<file path="config.mk">
export PLATFORM = sky130hd
export DESIGN_NAME = iir_transposed_df2_filter_top_flat
export DESIGN_NICKNAME = d
export VERILOG_FILES = /design/src/hw/rtl/iirtdf_pkg.sv /design/src/hw/rtl/iirtdf_ifs.sv /design/src/hw/rtl/iir_transposed_df2_filter_top.sv /design/src/flat_wrapper.sv
export SDC_FILE = /design/constraint.sdc
export NUM_CORES = 2
export LEC_CHECK = 0
export BUFFER_PORTS_ARGS = -buffer_cell sky130_fd_sc_hd__buf_2
export CAP_MARGIN = 20
export CORE_MARGIN = 2
export CORE_UTILIZATION = 45
export CTS_BUF_LIST = sky130_fd_sc_hd__clkbuf_4
export DETAILED_ROUTE_END_ITERATION = 10
export PLACE_DENSITY = 0.6
export RECOVER_POWER = 50
export SETUP_SLACK_MARGIN = 0.1
export SLEW_MARGIN = 20
export SYNTH_ARGS = -nofsm -noshare
export SYNTH_HDL_FRONTEND = slang
export SYNTH_SLANG_ARGS = --single-unit
export TNS_END_PERCENT = 50
</file>
<file path="constraint.sdc">
create_clock -name clk -period 12.6 [get_ports clk]
set_input_delay 0.63 -clock clk [delete_from_list [all_inputs] [get_ports clk]]
set_output_delay 0.63 -clock clk [all_outputs]
set_load 0.05 [all_outputs]
</file>
<file path="src/hw/rtl/iirtdf_pkg.sv">
`timescale 1ns / 1ps
// ----------------------------------------------------------------------------
// iirtdf_pkg
// Types and constants shared by the transposed direct form II biquad files.
// ----------------------------------------------------------------------------
package iirtdf_pkg;

  typedef logic signed [15:0] sample_t;   // Q1.15
  typedef logic signed [17:0] coef_t;     // Q4.14
  typedef logic signed [39:0] state_t;    // Q10.30
  typedef logic        [2:0]  cfg_idx_t;

  // register indexes on the configuration channel
  localparam cfg_idx_t REG_FEED_ZERO    = 3'd0;
  localparam cfg_idx_t REG_FEED_ONE     = 3'd1;
  localparam cfg_idx_t REG_FEED_TWO     = 3'd2;
  localparam cfg_idx_t REG_BACK_ONE     = 3'd3;
  localparam cfg_idx_t REG_BACK_TWO     = 3'd4;
  localparam cfg_idx_t REG_OUTPUT_SCALE = 3'd5;

  // coefficient values after reset
  localparam coef_t RST_FEED_ZERO    = 18'sd8192;
  localparam coef_t RST_FEED_ONE     = 18'sd4096;
  localparam coef_t RST_FEED_TWO     = 18'sd1638;
  localparam coef_t RST_BACK_ONE     = 18'sd8192;
  localparam coef_t RST_BACK_TWO     = 18'sd4915;
  localparam coef_t RST_OUTPUT_SCALE = 18'sd16384;

  localparam state_t STATE_MAX = {1'b0, {39{1'b1}}};
  localparam state_t STATE_MIN = {1'b1, {39{1'b0}}};
  localparam sample_t SAMPLE_MAX = 16'sh7fff;
  localparam sample_t SAMPLE_MIN = 16'sh8000;

endpackage

</file>
<file path="src/hw/rtl/iirtdf_ifs.sv">
`timescale 1ns / 1ps
// ----------------------------------------------------------------------------
// iirtdf channel interfaces
// Valid/ready channels for samples in, results out and coefficient writes.
// ----------------------------------------------------------------------------
interface iirtdf_in_if;
  logic                valid;
  logic                ready;
  iirtdf_pkg::sample_t sample_in;

  modport source (output valid, output sample_in, input ready);
  modport sink   (input valid, input sample_in, output ready);
endinterface

interface iirtdf_out_if;
  logic                valid;
  logic                ready;
  iirtdf_pkg::sample_t sample_out;
  logic                clipped;

  modport source (output valid, output sample_out, output clipped, input ready);
  modport sink   (input valid, input sample_out, input clipped, output ready);
endinterface

interface iirtdf_cfg_if;
  logic                 valid;
  logic                 ready;
  iirtdf_pkg::cfg_idx_t index;
  iirtdf_pkg::coef_t    data;

  modport source (output valid, output index, output data, input ready);
  modport sink   (input valid, input index, input data, output ready);
endinterface

</file>
<file path="src/hw/rtl/iir_transposed_df2_filter_top.sv">
`timescale 1ns / 1ps
// ----------------------------------------------------------------------------
// iir_transposed_df2_filter_top
// Second-order IIR, transposed direct form II, one shared 18x25 multiplier
// with accumulate, stepped by a small sequencer.
// ----------------------------------------------------------------------------
// the result is registered in the output step, after the b0 step and the
//   low and high scale steps; the next sample can be taken on the last update
//   step; the eight (six with ORDER 1) sequencer steps run seven (five)
//   products one per cycle through the single multiplier plus one output step
// a result stalled at the output holds the sequencer in its output step
// reset (rst_n low, synchronous): coefficients to defaults, delay terms zero
// ----------------------------------------------------------------------------
module iir_transposed_df2_filter_top #(
  parameter int ORDER = 2
) (
  input  logic                clk,
  input  logic                rst_n,
  iirtdf_in_if.sink           in_ch,
  iirtdf_out_if.source        out_ch,
  iirtdf_cfg_if.sink          cfg_ch
);

  typedef enum logic [3:0] {
    ST_IDLE,
    ST_B0,
    ST_SLO,
    ST_SHI,
    ST_OUT,
    ST_B1,
    ST_A1,
    ST_B2,
    ST_A2
  } state_t;

  state_t state_r, state_nxt;

  iirtdf_pkg::coef_t  feed_zero_r, feed_one_r, feed_two_r;
  iirtdf_pkg::coef_t  back_one_r, back_two_r, output_scale_r;
  iirtdf_pkg::coef_t  feed_zero_nxt, feed_one_nxt, feed_two_nxt;
  iirtdf_pkg::coef_t  back_one_nxt, back_two_nxt, output_scale_nxt;
  iirtdf_pkg::state_t s0_r, s1_r, s0_nxt, s1_nxt;
  logic               out_valid_r, out_valid_nxt;

  // datapath registers
  iirtdf_pkg::sample_t x_r, x_nxt;
  iirtdf_pkg::sample_t y_r, y_nxt;
  iirtdf_pkg::sample_t out_sample_r, out_sample_nxt;
  logic                out_clip_r, out_clip_nxt;
  logic signed [40:0]  acc_r, acc_nxt;     // b0*x + s0, exact
  logic signed [58:0]  wide_r, wide_nxt;   // scale * acc, Q.44
  logic signed [41:0]  upd_r, upd_nxt;     // delay term update sum

  // shared multiplier
  iirtdf_pkg::coef_t   mul_a;
  logic signed [24:0]  mul_b;
  logic signed [42:0]  prod;
  logic signed [43:0]  prod_x2;

  logic signed [59:0]  rnd;
  logic signed [30:0]  r_q15;
  logic                r_clip;
  logic signed [41:0]  upd_diff;
  iirtdf_pkg::state_t  upd_sat;
  logic                last_step;
  logic                out_free;

  assign prod    = mul_a * mul_b;
  assign prod_x2 = {prod, 1'b0};

  // rounding to Q.15, ties toward plus infinity
  assign rnd    = {wide_r[58], wide_r} + (60'sd1 <<< 28);
  assign r_q15  = rnd[59:29];
  assign r_clip = !((&r_q15[30:15]) || !(|r_q15[30:15]));

  // delay term subtract and saturate to 40 bits
  assign upd_diff = upd_r - prod_x2[41:0];
  always_comb begin
    if (upd_diff[41:39] == 3'b000 || upd_diff[41:39] == 3'b111) begin
      upd_sat = upd_diff[39:0];
    end else if (upd_diff[41]) begin
      upd_sat = iirtdf_pkg::STATE_MIN;
    end else begin
      upd_sat = iirtdf_pkg::STATE_MAX;
    end
  end

  assign last_step = (state_r == ST_A2) || (ORDER < 2 && state_r == ST_A1);
  assign out_free  = !out_valid_r || out_ch.ready;

  assign in_ch.ready       = (state_r == ST_IDLE) || last_step;
  assign out_ch.valid      = out_valid_r;
  assign out_ch.sample_out = out_sample_r;
  assign out_ch.clipped    = out_clip_r;
  assign cfg_ch.ready      = 1'b1;

  always_comb begin
    state_nxt        = state_r;
    feed_zero_nxt    = feed_zero_r;
    feed_one_nxt     = feed_one_r;
    feed_two_nxt     = feed_two_r;
    back_one_nxt     = back_one_r;
    back_two_nxt     = back_two_r;
    output_scale_nxt = output_scale_r;
    s0_nxt           = s0_r;
    s1_nxt           = s1_r;
    out_valid_nxt    = out_valid_r && !out_ch.ready;
    x_nxt            = x_r;
    y_nxt            = y_r;
    out_sample_nxt   = out_sample_r;
    out_clip_nxt     = out_clip_r;
    acc_nxt          = acc_r;
    wide_nxt         = wide_r;
    upd_nxt          = upd_r;
    mul_a            = feed_zero_r;
    mul_b            = 25'(x_r);

    if (cfg_ch.valid) begin
      case (cfg_ch.index)
        iirtdf_pkg::REG_FEED_ZERO:    feed_zero_nxt    = cfg_ch.data;
        iirtdf_pkg::REG_FEED_ONE:     feed_one_nxt     = cfg_ch.data;
        iirtdf_pkg::REG_FEED_TWO:     feed_two_nxt     = cfg_ch.data;
        iirtdf_pkg::REG_BACK_ONE:     back_one_nxt     = cfg_ch.data;
        iirtdf_pkg::REG_BACK_TWO:     back_two_nxt     = cfg_ch.data;
        iirtdf_pkg::REG_OUTPUT_SCALE: output_scale_nxt = cfg_ch.data;
        default: ;
      endcase
    end

    case (state_r)
      ST_B0: begin
        mul_a     = feed_zero_r;
        mul_b     = 25'(x_r);
        acc_nxt   = {s0_r[39], s0_r} + prod_x2[40:0];
        state_nxt = ST_SLO;
      end
      ST_SLO: begin
        // low 24 bits of acc as an unsigned partial
        mul_a     = output_scale_r;
        mul_b     = {1'b0, acc_r[23:0]};
        wide_nxt  = 59'(prod);
        state_nxt = ST_SHI;
      end
      ST_SHI: begin
        // high part of acc carries the sign
        mul_a     = output_scale_r;
        mul_b     = {{8{acc_r[40]}}, acc_r[40:24]};
        wide_nxt  = wide_r + {prod[34:0], 24'b0};
        state_nxt = ST_OUT;
      end
      ST_OUT: begin
        if (out_free) begin
          if (r_clip) begin
            y_nxt = r_q15[30] ? iirtdf_pkg::SAMPLE_MIN : iirtdf_pkg::SAMPLE_MAX;
          end else begin
            y_nxt = r_q15[15:0];
          end
          out_sample_nxt = y_nxt;
          out_clip_nxt   = r_clip;
          out_valid_nxt  = 1'b1;
          state_nxt      = ST_B1;
        end
      end
      ST_B1: begin
        mul_a = feed_one_r;
        mul_b = 25'(x_r);
        if (ORDER >= 2) begin
          upd_nxt = {{2{s1_r[39]}}, s1_r} + prod_x2[41:0];
        end else begin
          upd_nxt = prod_x2[41:0];
        end
        state_nxt = ST_A1;
      end
      ST_A1: begin
        mul_a     = back_one_r;
        mul_b     = 25'(y_r);
        s0_nxt    = upd_sat;
        state_nxt = (ORDER >= 2) ? ST_B2 : ST_IDLE;
      end
      ST_B2: begin
        mul_a     = feed_two_r;
        mul_b     = 25'(x_r);
        upd_nxt   = prod_x2[41:0];
        state_nxt = ST_A2;
      end
      ST_A2: begin
        mul_a     = back_two_r;
        mul_b     = 25'(y_r);
        s1_nxt    = upd_sat;
        state_nxt = ST_IDLE;
      end
      default: ;
    endcase

    // next sample may enter in idle or on the last update step
    if (in_ch.valid && in_ch.ready) begin
      x_nxt     = in_ch.sample_in;
      state_nxt = ST_B0;
    end
  end

  always_ff @(posedge clk) begin
    if (!rst_n) begin
      state_r        <= ST_IDLE;
      feed_zero_r    <= iirtdf_pkg::RST_FEED_ZERO;
      feed_one_r     <= iirtdf_pkg::RST_FEED_ONE;
      feed_two_r     <= iirtdf_pkg::RST_FEED_TWO;
      back_one_r     <= iirtdf_pkg::RST_BACK_ONE;
      back_two_r     <= iirtdf_pkg::RST_BACK_TWO;
      output_scale_r <= iirtdf_pkg::RST_OUTPUT_SCALE;
      s0_r           <= '0;
      s1_r           <= '0;
      out_valid_r    <= 1'b0;
    end else begin
      state_r        <= state_nxt;
      feed_zero_r    <= feed_zero_nxt;
      feed_one_r     <= feed_one_nxt;
      feed_two_r     <= feed_two_nxt;
      back_one_r     <= back_one_nxt;
      back_two_r     <= back_two_nxt;
      output_scale_r <= output_scale_nxt;
      s0_r           <= s0_nxt;
      s1_r           <= s1_nxt;
      out_valid_r    <= out_valid_nxt;
    end
  end

  always_ff @(posedge clk) begin
    x_r          <= x_nxt;
    y_r          <= y_nxt;
    out_sample_r <= out_sample_nxt;
    out_clip_r   <= out_clip_nxt;
    acc_r        <= acc_nxt;
    wide_r       <= wide_nxt;
    upd_r        <= upd_nxt;
  end

endmodule

</file>
<file path="src/flat_wrapper.sv">
// flat-port wrapper written by rule: the top's interface ports become plain ports
module iir_transposed_df2_filter_top_flat 
#(
  parameter int ORDER = 2
)
  (clk, rst_n, in_ch_valid, in_ch_sample_in, in_ch_ready, out_ch_valid, out_ch_sample_out, out_ch_clipped, out_ch_ready, cfg_ch_valid, cfg_ch_index, cfg_ch_data, cfg_ch_ready);
  iirtdf_in_if in_ch_i ();
  iirtdf_out_if out_ch_i ();
  iirtdf_cfg_if cfg_ch_i ();
  input  logic clk;
  input  logic rst_n;
  input wire logic [$bits(in_ch_i.valid)-1:0] in_ch_valid;
  input wire logic [$bits(in_ch_i.sample_in)-1:0] in_ch_sample_in;
  output wire logic [$bits(in_ch_i.ready)-1:0] in_ch_ready;
  output wire logic [$bits(out_ch_i.valid)-1:0] out_ch_valid;
  output wire logic [$bits(out_ch_i.sample_out)-1:0] out_ch_sample_out;
  output wire logic [$bits(out_ch_i.clipped)-1:0] out_ch_clipped;
  input wire logic [$bits(out_ch_i.ready)-1:0] out_ch_ready;
  input wire logic [$bits(cfg_ch_i.valid)-1:0] cfg_ch_valid;
  input wire logic [$bits(cfg_ch_i.index)-1:0] cfg_ch_index;
  input wire logic [$bits(cfg_ch_i.data)-1:0] cfg_ch_data;
  output wire logic [$bits(cfg_ch_i.ready)-1:0] cfg_ch_ready;
  assign in_ch_i.valid = in_ch_valid;
  assign in_ch_i.sample_in = in_ch_sample_in;
  assign in_ch_ready = in_ch_i.ready;
  assign out_ch_valid = out_ch_i.valid;
  assign out_ch_sample_out = out_ch_i.sample_out;
  assign out_ch_clipped = out_ch_i.clipped;
  assign out_ch_i.ready = out_ch_ready;
  assign cfg_ch_i.valid = cfg_ch_valid;
  assign cfg_ch_i.index = cfg_ch_index;
  assign cfg_ch_i.data = cfg_ch_data;
  assign cfg_ch_ready = cfg_ch_i.ready;
  iir_transposed_df2_filter_top #(.ORDER(ORDER)) u_core (.clk(clk), .rst_n(rst_n), .in_ch(in_ch_i), .out_ch(out_ch_i), .cfg_ch(cfg_ch_i));
endmodule
</file>
==> impl_metrics.sql <==
INSERT INTO impl_metrics (metric_group, metric, value, unit) VALUES
('setup_path', 'worstSetupEndpointType', 'register', ''),
('clocking', 'tritoncts', 'built', ''),
('sta', 'rsz0062_at_grt', 'false', ''),
('flow_run', 'drv_cap', '7', ''),
('synth', 'synth_sequential_area_ratio', '22.5', '%'),
('min_path', 'worst_hold_path_type', 'in -> reg', ''),
('routing', 'antenna_violating_nets_post_route', '0', ''),
('die', 'die_width', '292', 'µm'),
('layout', 'flow.area_growth_from_synthesis', '9.30', '%'),
('synth', 'synth.ff_latch_count', '344', ''),
('outcome', 'failed_checks', 'capacitance limit, slew limit', ''),
('sta', 'layout_worst_path_cycle_share', '94.6', '%'),
('global_route', 'globalRouteOverflowTotal', '0', ''),
('die', 'coreArea', '82100', 'µm²'),
('global_route', 'pin_count_of_the_biggest_net_entering_global_routing', '69', ''),
('sta', 'report.final.setup_viol', '0', ''),
('setup_path', 'crit_path_max_fanout', '39', ''),
('synth', 'yosys_most_used_dff', 'sky130_fd_sc_hd__dfxtp_1', ''),
('setup_path', 'crit_type', 'reg -> reg', ''),
('routing', 'vias', '30982', ''),
('global_route', 'gr-usage-met3', '4.20', '%'),
('routing', 'wl_per_cell', '21.2', 'µm'),
('sta', 'post-route-min-period', '11920', 'ps'),
('synth', 'syn_inst', '4345', ''),
('setup_path', 'critical_path.slowest_cell', 'sky130_fd_sc_hd__fa_1', ''),
('setup_path', 'worst-endpoint-arrival', '12660', 'ps'),
('global_route', 'global_route.usage.total', '28.4', '%'),
('synth', 'netlist_area', '37300', 'µm²'),
('die', 'row_count', '105', ''),
('clocking', 'clock-sinks', '344', ''),
('clocking', 'clockRootBuffer', 'sky130_fd_sc_hd__clkbuf_4', ''),
('setup_path', 'category_of_the_worst_setup_path_launch_point', 'register', ''),
('setup_path', 'cp.required', '13340', 'ps'),
('clocking', 'cts_made_buffers', '96', ''),
('sta', 'max_clock_freq', '0.0839', 'GHz'),
('outcome', 'status', 'complete, but fails checks', ''),
('global_route', 'grt_first_pass_wirelength', '185', 'mm'),
('routing', 'wl', '119', 'mm'),
('global_route', 'antenna_found_initial', '2', ''),
('clocking', 'cts_buffer_depth', '3', ''),
('clocking', 'h_tree_levels', '3', ''),
('placed_design', 'place.gp.congestion', '0.969', ''),
('clocking', 'clock_transition_at_path_regs', '70', 'ps'),
('sta', 'worst_slew_pin_slew', '2260', 'ps'),
('synth', 'synth.lib_cells_used.distinct', '89', ''),
('synth', 'postSynth.asyncResetShare', '0', '%'),
('synth', 'yosys_warnings', '0', ''),
('setup_path', 'critPathMaxStageDelay', '550', 'ps'),
('placed_design', 'port_buffers', '60', ''),
('layout', 'drive_gt1_share', '8.37', '%'),
('global_route', 'grt_most_used_layer', 'met2', ''),
('routing', 'post-route-drc-count', '0', ''),
('die', 'ioPinCount', '62', ''),
('die', 'initial_core_utilization', '45.4', '%'),
('sta', 'fin_worst_skew', '103', 'ps'),
('die', 'dieHeight', '292', 'µm'),
('synth', 'synth_enable_flop_cells', '151', ''),
('sta', 'worst_slew_margin_rel', '-50.6', '%'),
('setup_path', 'crit_top_cell', 'sky130_fd_sc_hd__fa_1', ''),
('sta', 'setup-tns-final', '0', 'ps'),
('global_route', 'grt_use_met1', '38.9', '%'),
('layout', 'layout.nets', '5216', ''),
('routing', 'drt_pass1_iterations', '7', ''),
('clocking', 'clk-insertion-delay-late', '900', 'ps'),
('routing', 'drt_iter0_markers', '2538', ''),
('global_route', 'grt.met2_usage', '44.8', '%'),
('routing', 'route.detailed.vias_per_inst', '5.51', ''),
('synth', 'mappedNetlistNets', '5086', ''),
('placed_design', 'dp.final_hpwl', '95.1', 'mm'),
('global_route', 'first_global_vias', '31172', ''),
('sta', 'finalMaxSlewViolations', '175', ''),
('sta', 'hold_violations', '0', ''),
('die', 'total_die_area', '85200', 'µm²'),
('synth', 'syn-mean-instance-area', '8.58', 'µm²');
-- layout make-up --
| class | instances | area (µm²) |
|---|---|---|
| clock inverters | 36 | 210 |
| well taps | 1070 | 1340 |
| diodes | 2 | 5.00 |
| inverters | 608 | 2280 |
| multi-input cells | 3217 | 26000 |
| fillers | 8025 | 41400 |
| flip-flops and latches | 344 | 8400 |
| clock buffers | 139 | 1040 |
| repair buffers | 208 | 1480 |
-- cells in the mapped netlist, types with 19 or more instances --
| cell | n | area share (%) |
|---|---|---|
| sky130_fd_sc_hd__xnor2_1 | 136 | 3.2 |
| sky130_fd_sc_hd__o21a_1 | 58 | 1.2 |
| sky130_fd_sc_hd__o21bai_1 | 31 | 0.62 |
| sky130_fd_sc_hd__nor3_1 | 31 | 0.42 |
| sky130_fd_sc_hd__inv_1 | 607 | 6.1 |
| sky130_fd_sc_hd__o21ai_0 | 111 | 1.5 |
| sky130_fd_sc_hd__ha_1 | 254 | 8.5 |
| sky130_fd_sc_hd__and2_1 | 30 | 0.50 |
| sky130_fd_sc_hd__a31oi_1 | 74 | 1.2 |
| sky130_fd_sc_hd__dfxtp_1 | 193 | 10 |
| sky130_fd_sc_hd__nand2_1 | 749 | 7.5 |
| sky130_fd_sc_hd__fa_1 | 445 | 24 |
| sky130_fd_sc_hd__a31oi_2 | 20 | 0.67 |
| sky130_fd_sc_hd__nand2b_1 | 39 | 0.65 |
| sky130_fd_sc_hd__o21ai_1 | 20 | 0.27 |
| sky130_fd_sc_hd__nor2b_1 | 22 | 0.37 |
| sky130_fd_sc_hd__and3_1 | 19 | 0.32 |
| sky130_fd_sc_hd__nor2_1 | 351 | 3.5 |
| sky130_fd_sc_hd__a221oi_1 | 21 | 0.49 |
| sky130_fd_sc_hd__edfxtp_1 | 151 | 12 |
| sky130_fd_sc_hd__clkbuf_1 | 146 | 1.5 |
| sky130_fd_sc_hd__a21o_1 | 93 | 1.9 |
| sky130_fd_sc_hd__nand3_1 | 84 | 1.1 |
| sky130_fd_sc_hd__a22oi_1 | 20 | 0.40 |
| sky130_fd_sc_hd__xor2_1 | 69 | 1.6 |
| sky130_fd_sc_hd__a21oi_1 | 300 | 4.0 |
-- worst paths after layout --
path              cells after the start  slack, ps                                   to                              start
hold / removal                        3        110  u_core.feed_zero_r[15]$_SDFFE_PN0P_                    cfg_ch_data[15]
hold reg to reg                       2        460    u_core.feed_one_r[5]$_SDFFE_PN0P_  u_core.feed_one_r[5]$_SDFFE_PN0P_
setup reg to reg                     40        680          u_core.s0_r[5]$_SDFFE_PN0N_     u_core.state_r[3]$_SDFFE_PP0P_
setup / recovery                     40        680          u_core.s0_r[5]$_SDFFE_PN0N_     u_core.state_r[3]$_SDFFE_PP0P_
-- per-stage QoR --
stage	hold WS [ps]	util (%)	cell area [µm²]	instances	worst slack, ps
3_3_place_gp	426	47.7	39200	5415	567
4_1_cts	8.19	49.6	40700	5620	410
6_report	107	49.6	40800	5624	683
5_1_grt	63.1	49.6	40800	5624	109
3_5_place_dp	433	47.7	39200	5415	400
2_1_floorplan	408	-	37300	4345	950
-- logic make-up (layout without fill, tap and decap cells) --
logic type / Yosys count / count (layout) / share of synthesized area (%)
XOR/XNOR: 207 / 207 / 4.94
AND/OR/NAND/NOR: 1399 / 1399 / 15.9
buffers and inverters: 784 / 991 / 8.07
flip-flops: 344 / 344 / 22.5
adder cells (fa/ha/maj): 703 / 703 / 32.5
AO/OA/AOI/OAI: 904 / 904 / 16.0
other: 1 / 3 / 0.0101
multiplexers: 3 / 3 / 0.0805
-- sequential cells by signal, indices dropped and copies added, names as in the netlist, 35 cells and up --
name,cells
u_core.acc_r,41
u_core.s0_r,40
u_core.s1_r,40
u_core.upd_r,42
u_core.wide_r,35
-- routing by layer --
metal	part of all wire (%)	vias up	wire, µm
li1	-	14647	-
met5	0.012	-	14
met3	6.2	178	7350
met2	45	1012	53700
met4	4.6	2	5430
met1	44	15143	52500
-- layout by cell type (no fill, tap or decap), drive strengths merged, types with 16 or more instances in the layout --
| cell type | n |
|---|---|
| xor2 | 69 |
| ha | 254 |
| o21bai | 31 |
| nand3 | 84 |
| a21o | 93 |
| a222oi | 18 |
| edfxtp | 151 |
| a22oi | 20 |
| a221oi | 22 |
| and2 | 31 |
| o21ai | 134 |
| inv | 609 |
| clkbuf | 160 |
| fa | 445 |
| clkinv | 30 |
| o21a | 58 |
| xnor2 | 136 |
| nor2 | 351 |
| buf | 157 |
| nor3 | 31 |
| a31oi | 94 |
| nand2b | 39 |
| nor2b | 22 |
| and3 | 19 |
| a211oi | 17 |
| nand2 | 749 |
| dfxtp | 193 |
| dlygate4sd3 | 30 |
| nand4 | 16 |
| a21oi | 302 |
-- what timing repair did --
action | CTS | global route
endpoints found under the setup margin | 0 | 79
hold buffers | 30 | 0
gates resized for setup | 0 | 16
buffers inserted | 0 | 0
hold endpoints to repair | 75 | 0
-- critical path, delay by kind of cell, from the launching register on --
family                     cells  cell delay [ps]
buffers and inverters          6              990
adders and majority gates      8             3940
AOI/OAI and AO/OA             12             3360
xor gates and xnor gates       2              460
and+or+nand+nor               12             2550
DFF                            1              500
Power is left out: the tool's default activity adds up to more than one toggle a clock period on the data nets, which glitch-free logic cannot reach.
